## src/rtl/tilt_compensated_compass_heading_assert.svh

```systemverilog
// ----------------------------------------------------------------------------
// tilt compensated compass heading assertion macros
// shared concurrent assertion forms
// ----------------------------------------------------------------------------
`ifndef TILT_COMPENSATED_COMPASS_HEADING_ASSERT_SVH
`define TILT_COMPENSATED_COMPASS_HEADING_ASSERT_SVH

// condition must never hold outside reset
`define TCCH_ASSERT_NEVER(lbl, clk, rstn, expr, msg) \
  lbl: assert property (@(posedge clk) disable iff (!rstn) !(expr)) else $error(msg);

// antecedent implies consequent in the next cycle
`define TCCH_ASSERT_NEXT(lbl, clk, rstn, ante, cons, msg) \
  lbl: assert property (@(posedge clk) disable iff (!rstn) (ante) |=> (cons)) else $error(msg);

`endif

```

## src/rtl/tcch_pkg.sv

```systemverilog
// ----------------------------------------------------------------------------
// tcch_pkg
// constants, types and the arctangent table of the compass heading block
// ----------------------------------------------------------------------------
`default_nettype none
package tcch_pkg;

  localparam int CORDIC_STAGES   = 16;
  localparam int ANGLE_FRAC_BITS = 16;

  localparam int MAG_W   = 16;
  localparam int ANG_W   = 26;
  localparam int HEAD_W  = 25;
  localparam int PH_W    = 32;
  localparam int MUL_W   = 38;
  localparam int MUL_LO  = 19;
  localparam int TRIG_W  = 33;
  localparam int HV_W    = 19;
  localparam int HPH_W   = 33;

  localparam logic [MUL_W-1:0] MUL_DEG = 38'd3054198966;
  localparam logic [MUL_W-1:0] MUL_RAD = 38'd174992710548;
  localparam logic [30:0]      PI_Q29  = 31'd1686629713;
  localparam logic [8:0]       DEG_360 = 9'd360;
  localparam int               INV_GAIN_Q30 = 652032874;

  localparam int FIFO_DEPTH = 4;
  localparam int FIFO_AW    = $clog2(FIFO_DEPTH);

  typedef struct packed {
    logic signed [MAG_W-1:0] mx;
    logic signed [MAG_W-1:0] my;
    logic signed [MAG_W-1:0] mz;
    logic [PH_W-1:0]         ph_p;
    logic [PH_W-1:0]         ph_r;
  } item_t;

  function automatic logic [31:0] atan_val(input int i);
    logic [31:0] v;
    case (i)
      0:  v = 32'd536870912;
      1:  v = 32'd316933406;
      2:  v = 32'd167458907;
      3:  v = 32'd85004756;
      4:  v = 32'd42667331;
      5:  v = 32'd21354465;
      6:  v = 32'd10679838;
      7:  v = 32'd5340245;
      8:  v = 32'd2670163;
      9:  v = 32'd1335087;
      10: v = 32'd667544;
      11: v = 32'd333772;
      12: v = 32'd166886;
      13: v = 32'd83443;
      14: v = 32'd41722;
      15: v = 32'd20861;
      16: v = 32'd10430;
      17: v = 32'd5215;
      18: v = 32'd2608;
      19: v = 32'd1304;
      20: v = 32'd652;
      21: v = 32'd326;
      22: v = 32'd163;
      23: v = 32'd81;
      24: v = 32'd41;
      25: v = 32'd20;
      26: v = 32'd10;
      27: v = 32'd5;
      28: v = 32'd3;
      29: v = 32'd1;
      30: v = 32'd1;
      default: v = 32'd0;
    endcase
    return v;
  endfunction

endpackage
`default_nettype wire

```

## src/rtl/tcch_front.sv

```systemverilog
// ----------------------------------------------------------------------------
// tcch_front
// takes input transactions and converts pitch and roll to turn phases
// ----------------------------------------------------------------------------
`default_nettype none
module tcch_front import tcch_pkg::*; (
  input  wire logic                    clk,
  input  wire logic                    rst_n,
  input  wire logic                    deg,
  input  wire logic                    in_valid,
  output logic                         in_ready,
  input  wire logic signed [MAG_W-1:0] in_mag_x,
  input  wire logic signed [MAG_W-1:0] in_mag_y,
  input  wire logic signed [MAG_W-1:0] in_mag_z,
  input  wire logic signed [ANG_W-1:0] in_pitch_angle,
  input  wire logic signed [ANG_W-1:0] in_roll_angle,
  output logic                         push,
  output item_t                        push_item,
  input  wire logic                    full
);

  localparam int PW = ANG_W + MUL_W - MUL_LO;
  localparam logic [63:0] RND = 64'd1 << (7 + ANGLE_FRAC_BITS);

  logic adv;
  logic v1_r, v2_r;
  logic sp_r, sr_r;
  logic [PW-1:0] plo_r, phi_r, rlo_r, rhi_r;
  logic signed [MAG_W-1:0] mx_r, my_r, mz_r;
  item_t item_r;
  logic [MUL_W-1:0] mul;
  logic [ANG_W-1:0] mag_p, mag_r;
  logic [63:0] sum_p, sum_r;
  logic [PH_W-1:0] ph_p, ph_r;

  assign adv      = !v2_r || !full;
  assign in_ready = adv;
  assign push     = v2_r && !full;
  assign push_item = item_r;

  always_comb begin
    mul   = deg ? MUL_DEG : MUL_RAD;
    mag_p = in_pitch_angle[ANG_W-1] ? (~in_pitch_angle + 1'b1) : in_pitch_angle;
    mag_r = in_roll_angle[ANG_W-1] ? (~in_roll_angle + 1'b1) : in_roll_angle;
    sum_p = (64'(phi_r) << MUL_LO) + 64'(plo_r) + RND;
    sum_r = (64'(rhi_r) << MUL_LO) + 64'(rlo_r) + RND;
    ph_p  = sum_p[8+ANGLE_FRAC_BITS +: PH_W];
    ph_r  = sum_r[8+ANGLE_FRAC_BITS +: PH_W];
    if (sp_r) begin
      ph_p = -ph_p;
    end
    if (sr_r) begin
      ph_r = -ph_r;
    end
  end

  always_ff @(posedge clk) begin
    if (!rst_n) begin
      v1_r <= 1'b0;
      v2_r <= 1'b0;
    end else if (adv) begin
      v1_r <= in_valid;
      v2_r <= v1_r;
    end
  end

  always_ff @(posedge clk) begin
    if (adv) begin
      sp_r  <= in_pitch_angle[ANG_W-1];
      sr_r  <= in_roll_angle[ANG_W-1];
      plo_r <= PW'(mag_p * mul[MUL_LO-1:0]);
      phi_r <= PW'(mag_p * mul[MUL_W-1:MUL_LO]);
      rlo_r <= PW'(mag_r * mul[MUL_LO-1:0]);
      rhi_r <= PW'(mag_r * mul[MUL_W-1:MUL_LO]);
      mx_r  <= in_mag_x;
      my_r  <= in_mag_y;
      mz_r  <= in_mag_z;
      item_r.mx   <= mx_r;
      item_r.my   <= my_r;
      item_r.mz   <= mz_r;
      item_r.ph_p <= ph_p;
      item_r.ph_r <= ph_r;
    end
  end

endmodule
`default_nettype wire

```

## config.mk

```make
export PLATFORM = sky130hd
export DESIGN_NAME = tcch_front
export DESIGN_NICKNAME = d
export VERILOG_FILES = /design/src/rtl/tilt_compensated_compass_heading_assert.svh /design/src/rtl/tcch_pkg.sv /design/src/rtl/tcch_front.sv
export SDC_FILE = /design/constraint.sdc
export NUM_CORES = 2
export LEC_CHECK = 0
export BUFFER_PORTS_ARGS = -buffer_cell sky130_fd_sc_hd__buf_2
export CAP_MARGIN = 10
export CORE_MARGIN = 8
export CORE_UTILIZATION = 25
export DETAILED_ROUTE_END_ITERATION = 8
export GPL_TIMING_DRIVEN = 1
export PLACE_DENSITY = 0.41
export SYNTH_ARGS = -nofsm -noshare
export SYNTH_HDL_FRONTEND = slang
export SYNTH_SLANG_ARGS = --single-unit
```

## constraint.sdc

```tcl
create_clock -name clk -period 16.2 [get_ports clk]
set_input_delay 4.86 -clock clk [delete_from_list [all_inputs] [get_ports clk]]
set_output_delay 4.86 -clock clk [all_outputs]
set_load 0.01 [all_outputs]
```

==> results.toml <==
[worst_setup_path]
crit_start = "in_pitch_angle[2]"
arrival_ns = 14.58
start_kind = "input port"
cpMaxStageDelayCell = "o31ai_1"
rrSetupSlack_ns = 10.58
endpoint_kind = "flip-flop"
cp_max_fo = 11
worstPathRequired_ns = 16.56
critPathKind = "in2reg"
r2r_cells = 16
cp-endpoint = "plo_r[44]"
cpMostUsedCell = "inv_1"
cpPeakStageDelay_ns = 0.72
worst_r2r_endpoint = "push_item[60]"
r2r-start = "phi_r[3]"

[cts]
ctsLongestPathBuffers = 3
root_buffer = "clkbuf_16"
cts_tree = "yes"
htreeDepth = 2
cts_hold_buf = 0
cts_resized = 0
cts_setup_buffers = 0
clk_latency_ns = 0.61
clock-sinks = 290
cts-buffers-inserted = 40
clk_pin_slew_ns = 0.06

[synthesis]
yosysWarnings = 0
seq_area_frac_synth = 0.159
ys.flop_type = "edfxtp_1"
async_flop_share = 0
mappedNetlistArea_um2 = 54800
synth.top_cell.area_share = 0.326
ys_ff_latch = 290
syn_avg_cell_area_um2 = 10.0
synth-edff-count = 288
yosysUniqueCellTypes = 97
yosysTopAreaCell = "fa_1"
syn_inst = 5455
synth_area_leaders = "fa_1 (33%), ha_1 (21%), edfxtp_1 (16%), inv_1 (11%), xnor2_1 (3.5%)"

[final_layout]
drive_gt1_frac = 0.0757
fillCellCount = 23300
register_area_um2 = 8690
layout.nets = 7633
final_common_cell = "inv_1"
area_growth_pct = 11.5
final_cell_mix = "inv_1 (1633), ha_1 (915), fa_1 (893)"
multiInputGateArea_um2 = 39800

[placed_design]
gp_congestion = 0.885
io_buffers = 218
hpwl_mm = 145

[route]
drc = 0
highest_layer = "met4"
drt_iter0_markers = 1769
drt-total-wl_mm = 165
dr_total_vias = 36900
wl_per_cell_um = 19.1
via_per_inst = 4.27
wl_met3_mm = 4.84
antenna_left = 0
firstDrtPassIters = 5
wl_met1_mm = 78.5
wl_met2_mm = 77.8

[floorplan]
rows = 172
dieHeight_um = 484
initial_core_util = 0.250
die-width_um = 484
num_io_pins = 219
dieArea_um2 = 234000
core_um2 = 219000

[worst_hold_path]
holdCritPathClass = "reg2reg"
min-delay-start = "my_r[0]"

[sta]
setup_violations = 0
final-hold-violation-count = 0
finalClockSkew_ns = 0.0328
fin_setup_tns_ns = 0
max_freq_ghz = 0.0703
worst_pin_slew_ns = 1.16
rsz0062_at_grt = "no"
finalCritPeriodShare = 0.878
slew_violations = 0
fin_crit_ns = 14.23
slew_headroom = 0.225

[global_route]
grt_overflow = 0
grt_usage = 0.140
grt_pass1_vias = 40200
grt_max_degree = 140
grt_pass1_wl_mm = 254
antenna_found_initial = 8

[run_status]
status = "finished, final reports clean"

[run]
maxCapViolations = 0
-- worst min-delay path by stage --
stage | to | cells past startpoint
after floorplan | push_item[100] | 0
after global placement | push_item[107] | 0
after detailed placement | push_item[107] | 0
after CTS | push_item[101] | 0
after global routing | push_item[85] | 0
final | push_item[80] | 0
-- routing by layer --
layer / up-vias / global-route usage
li1: 17600 / -
met1: 18500 / 0.197
met2: 611 / 0.237
met3: 125 / 0.0133
met4: 0 / 0.0285
met5: - / 0
-- synthesized netlist by cell type, types with 53 or more instances --
master / n
a21o_1: 67
ha_1: 915
xor2_1: 87
nor2_1: 247
o21ai_0: 85
nor3_1: 53
a21oi_1: 130
xnor2_1: 222
nand2_1: 213
edfxtp_1: 288
fa_1: 893
inv_1: 1633
-- area by class of cell --
| cell class | count | area share |
|---|---|---|
| Tap cell | 2871 | 0.0588 |
| Timing Repair Buffer | 278 | 0.0255 |
| Multi-Input combinational cell | 3474 | 0.651 |
| Inverter | 1636 | 0.100 |
| Clock inverter | 27 | 0.00489 |
| Sequential cell | 290 | 0.142 |
| Clock buffer | 43 | 0.0169 |
| Antenna cell | 1 | 0.0000409 |
-- critical path: cells and delay by family --
family | cells | cell delay, ns
AOI/OAI and AO/OA | 7 | 2.27
xor gates and xnor gates | 2 | 0.50
adders and majority gates | 7 | 2.94
buffers and inverters | 7 | 0.89
and+or+nand+nor | 10 | 3.10
-- cell families after synthesis --
group | synth area share
adders and majority gates | 0.535
buffers and inverters | 0.116
and+or+nand+nor | 0.0739
AOI/OAI and AO/OA | 0.0649
xor gates and xnor gates | 0.0504
DFF | 0.159
muxes | 0.00114
other | 0.0000684
-- registers in the layout, indices dropped and copies added (netlist names) --
name	cells
mx_r	16
my_r	16
mz_r	16
phi_r	36
plo_r	27
push_item	112
rhi_r	36
rlo_r	27
sp_r	1
sr_r	1
v1_r	1
v2_r	1
-- stage by stage --
step	cell area [µm²]	cells	hold slack, ns	setup slack, ns	utilization
after global routing	61100	8620	0.421	1.44	0.279
after detailed placement	59800	8549	0.405	1.28	0.273
after floorplan	54800	5456	0.400	0.379	-
after global placement	59800	8549	0.400	1.29	0.273
after CTS	61100	8619	0.413	1.92	0.279
final	61100	8620	0.418	1.97	0.279
Power is not shown: default switching activity piles up to over one toggle a cycle in this logic, so the estimate is an artifact.
