**src/rtl/tilt_compensated_compass_heading_assert.svh**
```systemverilog
// ----------------------------------------------------------------------------
// tilt compensated compass heading assertion macros
// shared concurrent assertion forms
// ----------------------------------------------------------------------------
`ifndef TILT_COMPENSATED_COMPASS_HEADING_ASSERT_SVH
`define TILT_COMPENSATED_COMPASS_HEADING_ASSERT_SVH

// condition must never hold outside reset
`define TCCH_ASSERT_NEVER(lbl, clk, rstn, expr, msg) \
  lbl: assert property (@(posedge clk) disable iff (!rstn) !(expr)) else $error(msg);

// antecedent implies consequent in the next cycle
`define TCCH_ASSERT_NEXT(lbl, clk, rstn, ante, cons, msg) \
  lbl: assert property (@(posedge clk) disable iff (!rstn) (ante) |=> (cons)) else $error(msg);

`endif

```
**src/rtl/tcch_pkg.sv**
```systemverilog
// ----------------------------------------------------------------------------
// tcch_pkg
// constants, types and the arctangent table of the compass heading block
// ----------------------------------------------------------------------------
`default_nettype none
package tcch_pkg;

  localparam int CORDIC_STAGES   = 16;
  localparam int ANGLE_FRAC_BITS = 16;

  localparam int MAG_W   = 16;
  localparam int ANG_W   = 26;
  localparam int HEAD_W  = 25;
  localparam int PH_W    = 32;
  localparam int MUL_W   = 38;
  localparam int MUL_LO  = 19;
  localparam int TRIG_W  = 33;
  localparam int HV_W    = 19;
  localparam int HPH_W   = 33;

  localparam logic [MUL_W-1:0] MUL_DEG = 38'd3054198966;
  localparam logic [MUL_W-1:0] MUL_RAD = 38'd174992710548;
  localparam logic [30:0]      PI_Q29  = 31'd1686629713;
  localparam logic [8:0]       DEG_360 = 9'd360;
  localparam int               INV_GAIN_Q30 = 652032874;

  localparam int FIFO_DEPTH = 4;
  localparam int FIFO_AW    = $clog2(FIFO_DEPTH);

  typedef struct packed {
    logic signed [MAG_W-1:0] mx;
    logic signed [MAG_W-1:0] my;
    logic signed [MAG_W-1:0] mz;
    logic [PH_W-1:0]         ph_p;
    logic [PH_W-1:0]         ph_r;
  } item_t;

  function automatic logic [31:0] atan_val(input int i);
    logic [31:0] v;
    case (i)
      0:  v = 32'd536870912;
      1:  v = 32'd316933406;
      2:  v = 32'd167458907;
      3:  v = 32'd85004756;
      4:  v = 32'd42667331;
      5:  v = 32'd21354465;
      6:  v = 32'd10679838;
      7:  v = 32'd5340245;
      8:  v = 32'd2670163;
      9:  v = 32'd1335087;
      10: v = 32'd667544;
      11: v = 32'd333772;
      12: v = 32'd166886;
      13: v = 32'd83443;
      14: v = 32'd41722;
      15: v = 32'd20861;
      16: v = 32'd10430;
      17: v = 32'd5215;
      18: v = 32'd2608;
      19: v = 32'd1304;
      20: v = 32'd652;
      21: v = 32'd326;
      22: v = 32'd163;
      23: v = 32'd81;
      24: v = 32'd41;
      25: v = 32'd20;
      26: v = 32'd10;
      27: v = 32'd5;
      28: v = 32'd3;
      29: v = 32'd1;
      30: v = 32'd1;
      default: v = 32'd0;
    endcase
    return v;
  endfunction

endpackage
`default_nettype wire

```
**src/rtl/tcch_fifo.sv**
```systemverilog
// ----------------------------------------------------------------------------
// tcch_fifo
// short queue between the front and the back
// ----------------------------------------------------------------------------
`default_nettype none
`include "tilt_compensated_compass_heading_assert.svh"
module tcch_fifo import tcch_pkg::*; (
  input  wire logic  clk,
  input  wire logic  rst_n,
  input  wire logic  push,
  input  wire item_t wr_item,
  output logic       full,
  input  wire logic  pop,
  output logic       nempty,
  output item_t      rd_item
);

  item_t mem [FIFO_DEPTH];
  logic [FIFO_AW-1:0] wp_r, rp_r;
  logic [FIFO_AW:0] cnt_r;

  assign full    = (cnt_r == (FIFO_AW+1)'(FIFO_DEPTH));
  assign nempty  = (cnt_r != '0);
  assign rd_item = mem[rp_r];

  always_ff @(posedge clk) begin
    if (push) begin
      mem[wp_r] <= wr_item;
    end
  end

  always_ff @(posedge clk) begin
    if (!rst_n) begin
      wp_r  <= '0;
      rp_r  <= '0;
      cnt_r <= '0;
    end else begin
      if (push) begin
        wp_r <= wp_r + 1'b1;
      end
      if (pop) begin
        rp_r <= rp_r + 1'b1;
      end
      cnt_r <= cnt_r + (FIFO_AW+1)'(push) - (FIFO_AW+1)'(pop);
    end
  end

  `TCCH_ASSERT_NEVER(a_no_overflow, clk, rst_n, push && full, "push while full")
  `TCCH_ASSERT_NEVER(a_no_underflow, clk, rst_n, pop && !nempty, "pop while empty")
  `TCCH_ASSERT_NEXT(a_cnt_up, clk, rst_n, push && !pop, cnt_r == $past(cnt_r) + 1'b1,
                    "count did not grow")

endmodule
`default_nettype wire

```
**config.mk**
```make
export PLATFORM = sky130hd
export DESIGN_NAME = tcch_fifo
export DESIGN_NICKNAME = d
export VERILOG_FILES = /design/src/rtl/tcch_pkg.sv /design/src/rtl/tcch_fifo.sv
export VERILOG_INCLUDE_DIRS = /design/src /design/src/rtl
export SDC_FILE = /design/constraint.sdc
export NUM_CORES = 1
export LEC_CHECK = 0
export BUFFER_PORTS_ARGS = -buffer_cell sky130_fd_sc_hd__buf_2
export CELL_PAD_IN_SITES_DETAIL_PLACEMENT = 1
export CELL_PAD_IN_SITES_GLOBAL_PLACEMENT = 1
export CORE_ASPECT_RATIO = 0.75
export CORE_MARGIN = 1
export CORE_UTILIZATION = 56
export CTS_BUF_LIST = sky130_fd_sc_hd__clkbuf_8
export CTS_CLUSTER_DIAMETER = 50
export CTS_CLUSTER_SIZE = 10
export DETAILED_ROUTE_END_ITERATION = 12
export PLACE_DENSITY_LB_ADDON = 0.1
export RECOVER_POWER = 25
export SYNTH_ARGS = -nofsm -noshare
export SYNTH_HDL_FRONTEND = slang
export SYNTH_SLANG_ARGS = --single-unit
```
**constraint.sdc**
```tcl
create_clock -name clk -period 6.27 [get_ports clk]
set_input_delay 1.254 -clock clk [delete_from_list [all_inputs] [get_ports clk]]
set_output_delay 1.254 -clock clk [all_outputs]
set_load 0.01 [all_outputs]
```
==> flow_summary.yaml, run 1 <==
pwr:
  p_leak_nw: 6.127
  power.density_nw_per_um2: 312.9
  comb_power_share: 0.102
  power_mw: 5.892
  power_switching_mw: 1.333
  p_clk_frac: 0.290
  max-vdd-ir-drop_v: 0.0001920
  power_frac_seq: 0.608
  power.internal_mw: 4.559
  p_sw_frac: 0.2263
min_path:
  hold_path_class: "reg2reg"
  hold_depth: 2
placement:
  gp_congestion: 0.7385
  port_buffers: 229
  hpwl_um: 21330
  dp.cells: 1231
  postPlaceCellArea_um2: 18140
  place_ws_ns: 2.613
route:
  routedWlPerCell_um: 26.05
  firstDrtPassIters: 4
  ant_nets: 0
  drt_iter0_markers: 353
  drc: 0
  routed_via_density: 5.710
  drt_wl_total_um: 33760
  vias: 7400
critical_path:
  cp.depth: 3
  rrSetupSlack_ns: 3.63
  cp-start-kind: "register"
  cp.required_ns: 5.02
  r2r_cells: 4
  cp_num_buf_inv: 2
  critPathMaxStageDelay_ns: 1.07
  path_cells: "buf_4, mux4_2, buf_2"
  timing.rr.end: "mem[0][106]"
  crit_path_end: "rd_item[6]"
  cp.arrival_ns: 3.02
  rr_startpoint: "wp_r[0]"
  path_class: "reg2out"
  cp_max_fo: 74
  path_delay_family: "flip-flops"
  cp_slowest_cell: "dfxtp_4"
  worst_setup_path_end_kind: "primary output"
sta:
  setup_violations: 0
  finalMaxSlewViolations: 0
  rsz0062_at_grt: "no"
  fin_skew_ns: 0.03332
  fin_crit_ns: 4.269
  worstMarginPinSlew_ns: 1.183
  setup_ws_ns: 2.001
  whs_ns: 0.5455
  finalCritPeriodShare: 0.6809
  hold_viol_final: 0
  setup_tns_ns: 0
  max_freq_ghz: 0.2342
  slew_headroom: 0.2116
grt:
  grt_pass1_wl_um: 49910
  grt_pass1_vias: 8261
  antenna_found_initial: 3
  grt_start_max_net_pins: 76
  grt_use_total: 0.2261
  overflow: 0
yosys:
  yosysTopAreaCell: "edfxtp_1"
  ys_seq_area_frac: 0.8169
  ys_types: 21
  netlist_instances: 628
  syn_area_um2: 16690
  avgSynthCellArea_um2: 26.58
  ys_seq_elements: 457
  synth.top_cell.area_share: 0.8061
  synth_fp_nets: 751
  yosysWarnings: 0
  synthTopCellsByArea: "edfxtp_1 81%, mux4_2 15%, buf_12 1.1%"
cts:
  worstSkewPairLatency_ns: 0.60
  post_cts_buffers: 0
  clock_sinks: 457
  cts_tree: "done"
  htreeDepth: 2
  cts_buffer_depth: 3
  cts_repair_resize_count: 0
  cts_buffers: 51
  cts.clk_slew.worst_paths_ns: 0.07
  cts-root-buf: "clkbuf_8"
  hold_buffers: 0
cells_and_area:
  multi_input_area_um2: 2770
  fin_nets: 1015
  drive_above_1_share: 0.3699
  fillCellCount: 2417
  regArea_um2: 13640
  area_growth_pct: 12.81
  fin_util: 0.6451
  fin_area_um2: 18830
  finalNonFillerCells: 1296
die:
  initial_core_util: 0.5718
  dieArea_um2: 30500
  die_h_um: 151.5
  ioPinCount: 230
  coreArea_um2: 29190
  die_w_um: 201.3
  row_count: 54
status:
  status: "finished clean"
run:
  maxCapViolCount: 0
==> routing by layer <==
layer / GRT usage / share of wire / vias up
met1: 0.2943 / 0.40 / 3907
met4: 0.06742 / 0.015 / 4
met5: 0 / 0.00062 / -
met3: 0.06138 / 0.066 / 46
li1: - / - / 3210
met2: 0.3798 / 0.52 / 233
==> worst reg2reg max path, stage by stage (launching register included) <==
cell	delay, ns
dfxtp_1	0.36
inv_1	0.10
ha_1	0.16
and2_4	0.93
buf_4	0.67
==> cell type report <==
class	count	area share
Multi-Input combinational cell	139	0.1471
Timing Repair Buffer	236	0.05934
Inverter	7	0.001396
Tap cell	392	0.02605
Clock inverter	10	0.001994
Sequential cell	457	0.7245
Clock buffer	54	0.03947
Antenna cell	1	0.0001329
==> flip-flops by register name (all words and copies together) (netlist names), named ones only <==
register and cells:
mem 448, cnt_r 3, wp_r 2, rp_r 2
==> cells in the mapped netlist <==
cell / count
buf_1: 3
fa_1: 1
inv_1: 7
buf_12: 9
mux2i_1: 1
buf_4: 3
and2_1: 6
buf_6: 1
edfxtp_1: 448
a21bo_2: 1
buf_2: 9
nand3b_1: 1
a21oi_1: 1
and3_1: 1
nor2_1: 5
dfxtp_1: 9
xnor2_1: 2
mux4_2: 112
ha_1: 6
xor3_1: 1
or3_1: 1
==> cells in the final DEF, fill, tap and decap left out <==
cell type | netlist | final
and3_1 | 1 | 1
buf_12 | 9 | 1
fa_1 | 1 | 1
and2_4 | 0 | 4
clkbuf_1 | 0 | 75
nor2_1 | 5 | 5
mux4_2 | 112 | 112
a21bo_2 | 1 | 1
and2_1 | 6 | 2
dfxtp_1 | 9 | 7
edfxtp_1 | 448 | 448
diode_2 | 0 | 1
buf_2 | 9 | 154
dfxtp_4 | 0 | 2
clkbuf_8 | 0 | 54
or3_1 | 1 | 1
buf_4 | 3 | 6
xor3_1 | 1 | 1
mux2i_1 | 1 | 1
nand3b_1 | 1 | 1
inv_1 | 7 | 17
xnor2_1 | 2 | 2
a21oi_1 | 1 | 1
ha_1 | 6 | 6
==> power by group through the flow <==
stage	clock, mW	sequential (mW)	combinational [mW]
after floorplan	0	3.61	0.400
after CTS	1.77	3.59	0.622
after global routing	1.86	3.60	0.649
final	1.71	3.58	0.601
after global placement	0	3.63	0.594
after detailed placement	0	3.65	0.619
==> how the worst min path moves through the flow <==
| stage | slack [ns] | startpoint | to |
|---|---|---|---|
| 2_1_floorplan | 0.50 | rp_r[1] | register |
| 3_3_place_gp | 0.51 | rp_r[1] | register |
| 3_5_place_dp | 0.53 | rp_r[1] | register |
| 4_1_cts | 0.55 | rp_r[0] | register |
| 5_1_grt | 0.57 | rp_r[1] | register |
| 6_report | 0.55 | rp_r[0] | register |
==> cell families after synthesis <==
group / share of synthesized area
and+or+nand+nor: 0.004574
buffers and inverters: 0.01777
muxes: 0.1517
DFF: 0.8169
AOI/OAI and AO/OA: 0.0008994
xor gates and xnor gates: 0.002474
adders and majority gates: 0.005698
No activity file was read; power rests on OpenSTA's default activity.
==> inputs of run 2 (changes only) <==
--- a/config.mk
+++ b/config.mk
@@ -6,12 +6,13 @@
 export SDC_FILE = /design/constraint.sdc
 export NUM_CORES = 1
 export LEC_CHECK = 0
+export ABC_AREA = 1
 export BUFFER_PORTS_ARGS = -buffer_cell sky130_fd_sc_hd__buf_2
 export CELL_PAD_IN_SITES_DETAIL_PLACEMENT = 1
 export CELL_PAD_IN_SITES_GLOBAL_PLACEMENT = 1
 export CORE_ASPECT_RATIO = 0.75
 export CORE_MARGIN = 1
-export CORE_UTILIZATION = 56
+export CORE_UTILIZATION = 44
 export CTS_BUF_LIST = sky130_fd_sc_hd__clkbuf_8
 export CTS_CLUSTER_DIAMETER = 50
 export CTS_CLUSTER_SIZE = 10
==> constraint.sdc (replaced) <==
create_clock -name clk -period 3.55 [get_ports clk]
set_input_delay 0.71 -clock clk [delete_from_list [all_inputs] [get_ports clk]]
set_output_delay 0.71 -clock clk [all_outputs]
set_load 0.01 [all_outputs]
==> run 2 against run 1 <==
- critical path depth rose by 1
- cell count grew 65%
- clock skew is 0.0071 ns lower
- critical path type unchanged
==> flow_summary.yaml, run 2 <==
cts:
  hold_buffers: 0
  cts.clk_slew.worst_paths_ns: 0.07
  cts_buffer_depth: 3
  htreeDepth: 2
  post_cts_buffers: 0
  cts_repair_resize_count: 0
  cts_buffers: 52
  cts-root-buf: "clkbuf_8"
  worstSkewPairLatency_ns: 0.60
  cts_tree: "done"
  clock_sinks: 457
yosys:
  synth.top_cell.area_share: 0.7428
  avgSynthCellArea_um2: 13.30
  syn_area_um2: 18110
  synth-main-ff-cell: "edfxtp_1"
  ys_seq_area_frac: 0.7527
  synth_commonest_cells: "448 x edfxtp_1, 239 x inv_1, 234 x nand2_1"
  synth_edf_count: 448
  synthArstFlopShare: 0
  ys_types: 16
  ys_seq_elements: 457
  post-synth-top-count-cell: "edfxtp_1"
  synthTopCellsByArea: "edfxtp_1 74%, inv_1 5.0%, nand2_1 4.8%"
  yosysTopAreaCell: "edfxtp_1"
  netlist_instances: 1362
  yosysWarnings: 0
  synth_fp_nets: 1485
critical_path:
  rrSetupSlack_ns: 1.72
  path_delay_family: "flip-flops"
  path_cells: "buf_12, o211ai_1, nand2_1, buf_2"
  r2r_cells: 5
  cp_slowest_cell: "dfxtp_4"
  worst_setup_path_end_kind: "primary output"
  cp-start-kind: "register"
  rr_startpoint: "wp_r[0]"
  cp_max_fo: 74
  path_class: "reg2out"
  timing.rr.end: "mem[2][88]"
  cp.arrival_ns: 2.19
  cp_num_buf_inv: 2
  cp.required_ns: 2.84
  critPathMaxStageDelay_ns: 0.71
grt:
  grt_use_total: 0.1837
  grt_pass1_vias: 10840
  grt_start_max_net_pins: 149
  grt_pass1_wl_um: 59690
  overflow: 0
  antenna_found_initial: 4
min_path:
  hold_depth: 1
  hold_end: "mem[2][109]"
  hold_path_class: "in2reg"
  hold_path.startpoint: "wr_item[109]"
sta:
  fin_crit_ns: 2.900
  worstMarginPinSlew_ns: 0.5991
  setup_violations: 0
  setup_tns_ns: 0
  rsz0062_at_grt: "no"
  fin_skew_ns: 0.02621
  finalMaxSlewViolations: 0
  max_freq_ghz: 0.3448
  finalCritPeriodShare: 0.8170
  slew_headroom: 0.6006
  hold_viol_final: 0
placement:
  port_buffers: 229
  gp_congestion: 0.6895
  hpwl_um: 23070
pwr:
  max-vdd-ir-drop_v: 0.0003310
  power.density_nw_per_um2: 516.4
  power_mw: 10.54
  p_leak_nw: 7.794
cells_and_area:
  largest_reg_flops: 448
  fin_nets: 1711
  area_growth_pct: 12.73
  fillCellCount: 4128
  final_common_cell: "edfxtp_1"
  drive_above_1_share: 0.1452
  regMostFlops: "mem"
  final_cell_mix: "448 x edfxtp_1, 256 x inv_1, 234 x nand2_1, 154 x buf_2, 118 x a21oi_1"
  top_regs: "mem (448), cnt_r (3)"
route:
  drt_wl_total_um: 38550
  ant_nets: 0
  routedWlPerCell_um: 18.06
  wl_met3_um: 2077
  drt_iter0_markers: 472
  drc: 0
  firstDrtPassIters: 4
  routed.top_layer: "met5"
  met1_length_um: 16730
  route.met2.wl_um: 19130
  routed_via_density: 4.973
  vias: 10620
die:
  die_h_um: 177.7
  die_w_um: 236.3
  initial_core_util: 0.4523
  coreArea_um2: 40040
  row_count: 63
  ioPinCount: 230
  dieArea_um2: 41990
status:
  status: "finished clean"
run:
  maxCapViolCount: 0
[run 2: changes by cell type after synthesis, sizes merged, moves of 2 or more]
cell,change
and2,-6
nor2,-3
a21oi,+117
nand2,+234
o211ai,+112
buf,+45
clkbuf,+5
o21ai,+116
xnor2,-2
mux4,-112
nand3,+2
inv,+232
[run 2: how the worst max path moves through the flow]
stage	startpoint	endpoint	depth (start not counted)
after floorplan	push	mem[2][0]	2
after global placement	register	rd_item[23]	5
after detailed placement	register	rd_item[77]	4
after CTS	register	rd_item[77]	4
after global routing	register	rd_item[37]	5
final	register	rd_item[77]	4
[run 2: per-stage QoR]
stage          std cells  utilization  area, um^2  worst slack [ns]  hold slack, ns
6_report            2135       0.5098       20420            0.6497          0.3408
5_1_grt             2132       0.5097       20410            0.4358          0.3067
2_1_floorplan       1362            -       18110            0.1806          0.4356
4_1_cts             2132       0.5120       20500            0.5493          0.2581
3_3_place_gp        2054       0.4903       19630             1.250          0.4372
3_5_place_dp        2054       0.4903       19630             1.236          0.4519
[run 2: report_power, final]
| group | internal [mW] | switching (mW) | total [mW] |
|---|---|---|---|
| clock | 1.47 | 1.73 | 3.21 |
| sequential | 6.17 | 0.0704 | 6.24 |
| combinational | 0.364 | 0.737 | 1.10 |
[run 2: layout make-up]
type | instances | area (um^2) | area share
diodes | 3 | 7.507 | 0.0003677
clock buffers | 55 | 757.0 | 0.03708
clock inverters | 23 | 112.6 | 0.005516
inverters | 239 | 907.1 | 0.04443
multi-input cells | 591 | 3003 | 0.1471
flip-flops and latches | 457 | 13640 | 0.6681
well taps | 520 | 650.6 | 0.03187
repair buffers | 247 | 1338 | 0.06551
[run 2: cell families after synthesis]
| kind of cell | count (synthesis) | synth area share |
|---|---|---|
| compound gates | 346 | 0.1111 |
| fa+ha+maj | 7 | 0.005250 |
| buf+inv | 314 | 0.08145 |
| flops | 457 | 0.7527 |
| simple gates | 238 | 0.04946 |
[run 2: routing by layer]
metal / global-route usage / vias to the layer above
li1: - / 5174
met1: 0.2309 / 5206
met2: 0.3202 / 179
met3: 0.04635 / 56
met4: 0.04302 / 2
met5: 0 / -
==> inputs of run 3 (changes only) <==
--- a/config.mk
+++ b/config.mk
@@ -12,7 +12,7 @@
 export CELL_PAD_IN_SITES_GLOBAL_PLACEMENT = 1
 export CORE_ASPECT_RATIO = 0.75
 export CORE_MARGIN = 1
-export CORE_UTILIZATION = 44
+export CORE_UTILIZATION = 49
 export CTS_BUF_LIST = sky130_fd_sc_hd__clkbuf_8
 export CTS_CLUSTER_DIAMETER = 50
 export CTS_CLUSTER_SIZE = 10
==> constraint.sdc (replaced) <==
create_clock -name clk -period 2.8 [get_ports clk]
set_input_delay 0.56 -clock clk [delete_from_list [all_inputs] [get_ports clk]]
set_output_delay 0.56 -clock clk [all_outputs]
set_load 0.01 [all_outputs]
==> run 3 against run 2 <==
- clock power up 22%
- first-iteration DRC count is 33% higher
- non-clock buffer count rose by 6
- critical path type unchanged
- critical endpoint is now rd_item[15]
==> flow_summary.yaml, run 3 (synthesis results as in run 2) <==
status:
  status: "finished clean"
cells_and_area:
  fin_nets: 1717
  regMostFlops: "mem"
  largest_reg_flops: 448
  fillCellCount: 3702
  regArea_um2: 13640
  top_regs: "mem (448), cnt_r (3)"
  finalNonFillerCells: 2115
  multi_input_area_um2: 3003
  fin_util: 0.5649
  final_common_cell: "edfxtp_1"
  drive_above_1_share: 0.1498
  final_cell_mix: "448 x edfxtp_1, 256 x inv_1, 234 x nand2_1, 157 x buf_2, 118 x a21oi_1"
  area_growth_pct: 12.63
min_path:
  hold_path_class: "in2reg"
  hold_end: "mem[0][19]"
  hold_path.startpoint: "wr_item[19]"
  hold_depth: 1
route:
  drc: 0
  drt_iter0_markers: 627
  vias: 10780
  routed_via_density: 5.096
  drt_wl_total_um: 39320
  firstDrtPassIters: 4
  routedWlPerCell_um: 18.59
  ant_nets: 0
sta:
  rsz0062_at_grt: "no"
  hold_viol_final: 0
  setup_tns_ns: 0
  slew_headroom: 0.5558
  max_freq_ghz: 0.3884
  fin_crit_ns: 2.575
  fin_skew_ns: 0.01280
  finalMaxSlewViolations: 0
  finalCritPeriodShare: 0.9196
  setup_violations: 0
  worstMarginPinSlew_ns: 0.6663
critical_path:
  cp_num_buf_inv: 3
  critPathMaxStageDelay_ns: 0.39
  r2r_cells: 5
  path_class: "reg2out"
  rr_startpoint: "wp_r[0]"
  cp-start-kind: "register"
  worst_setup_path_end_kind: "primary output"
  rrSetupSlack_ns: 0.81
  cp_max_fo: 37
  cp.required_ns: 2.24
  path_delay_family: "buffers and inverters"
  cp.arrival_ns: 2.01
  path_common_cell: "buf_4"
  path_cells: "buf_4, buf_4, a21oi_1, o21ai_1, nand2_1, buf_2"
  timing.rr.end: "mem[0][89]"
  cp_slowest_cell: "dfxtp_4"
die:
  row_count: 60
  die_w_um: 224.0
  initial_core_util: 0.5016
  ioPinCount: 230
  dieArea_um2: 37740
  coreArea_um2: 36110
  die_h_um: 168.5
pwr:
  power.density_nw_per_um2: 650.2
  power_mw: 13.26
  p_leak_nw: 7.783
  max-vdd-ir-drop_v: 0.0004275
cts:
  htreeDepth: 2
  cts_buffers: 52
  hold_buffers: 0
  cts_repair_resize_count: 0
  cts_tree: "done"
  cts.clk_slew.worst_paths_ns: 0.07
  post_cts_buffers: 1
  cts-root-buf: "clkbuf_8"
  worstSkewPairLatency_ns: 0.59
  cts_buffer_depth: 3
  clock_sinks: 457
placement:
  hpwl_um: 24060
  gp_congestion: 0.7444
  dp.cells: 2035
  port_buffers: 229
run:
  maxCapViolCount: 0
grt:
  overflow: 0
  antenna_found_initial: 7
  grt_start_max_net_pins: 115
  grt_pass1_wl_um: 61640
  grt_pass1_vias: 11430
  grt_use_total: 0.2110
[run 3: cell types whose count changed in the layout (fill, tap and decap cells not counted), sizes merged]
cell and change:
bufinv -1, inv -4, clkinvlp +5, buf +9, clkbuf -5
[run 3: metal layers]
metal | GRT usage | part of all wire
met2 | 0.3770 | 0.51
met1 | 0.2551 | 0.41
met3 | 0.05173 | 0.056
met5 | 0 | 0.0017
met4 | 0.05688 | 0.019
[run 3: final cells by class]
type / count / share of cell area
multi-input combinational: 591 / 0.1472
timing repair buffer: 253 / 0.06833
antenna: 3 / 0.0003680
clock inverter: 23 / 0.004478
inverter: 239 / 0.04472
tap: 496 / 0.03042
clock buffer: 53 / 0.03576
sequential: 457 / 0.6687
[run 3: worst max path at each step]
| stage | end | cells after the start | slack (ns) | from |
|---|---|---|---|---|
| 2_1_floorplan | mem[0][0] | 4 | 0.07 | wp_r[0] |
| 3_3_place_gp | rd_item[9] | 5 | 0.70 | register |
| 3_5_place_dp | rd_item[9] | 5 | 0.67 | register |
| 4_1_cts | rd_item[9] | 5 | 0.14 | register |
| 5_1_grt | rd_item[15] | 6 | 0.04 | register |
| 6_report | rd_item[15] | 6 | 0.23 | register |
[run 3: per-stage QoR]
stage / hold WS, ns / area (um^2) / setup WS [ns]
2_1_floorplan: 0.4356 / 18130 / 0.06979
3_3_place_gp: 0.4444 / 19650 / 0.7026
3_5_place_dp: 0.4567 / 19650 / 0.6719
4_1_cts: 0.1150 / 20480 / 0.1403
5_1_grt: 0.1577 / 20390 / 0.04154
6_report: 0.1875 / 20400 / 0.2252
[run 3: worst register-to-register path, stage by stage (launching register included)]
cell and delay, ns:
dfxtp_1 0.37, inv_1 0.10, ha_1 0.20, nand2_1 0.10, clkinvlp_4 0.50, buf_12 0.41
[run 3: report_power, final]
part | switching [mW] | internal (mW) | total, mW
Sequential | 0.0813 | 7.82 | 7.90
Combinational | 0.959 | 0.473 | 1.43
Clock | 2.21 | 1.72 | 3.93
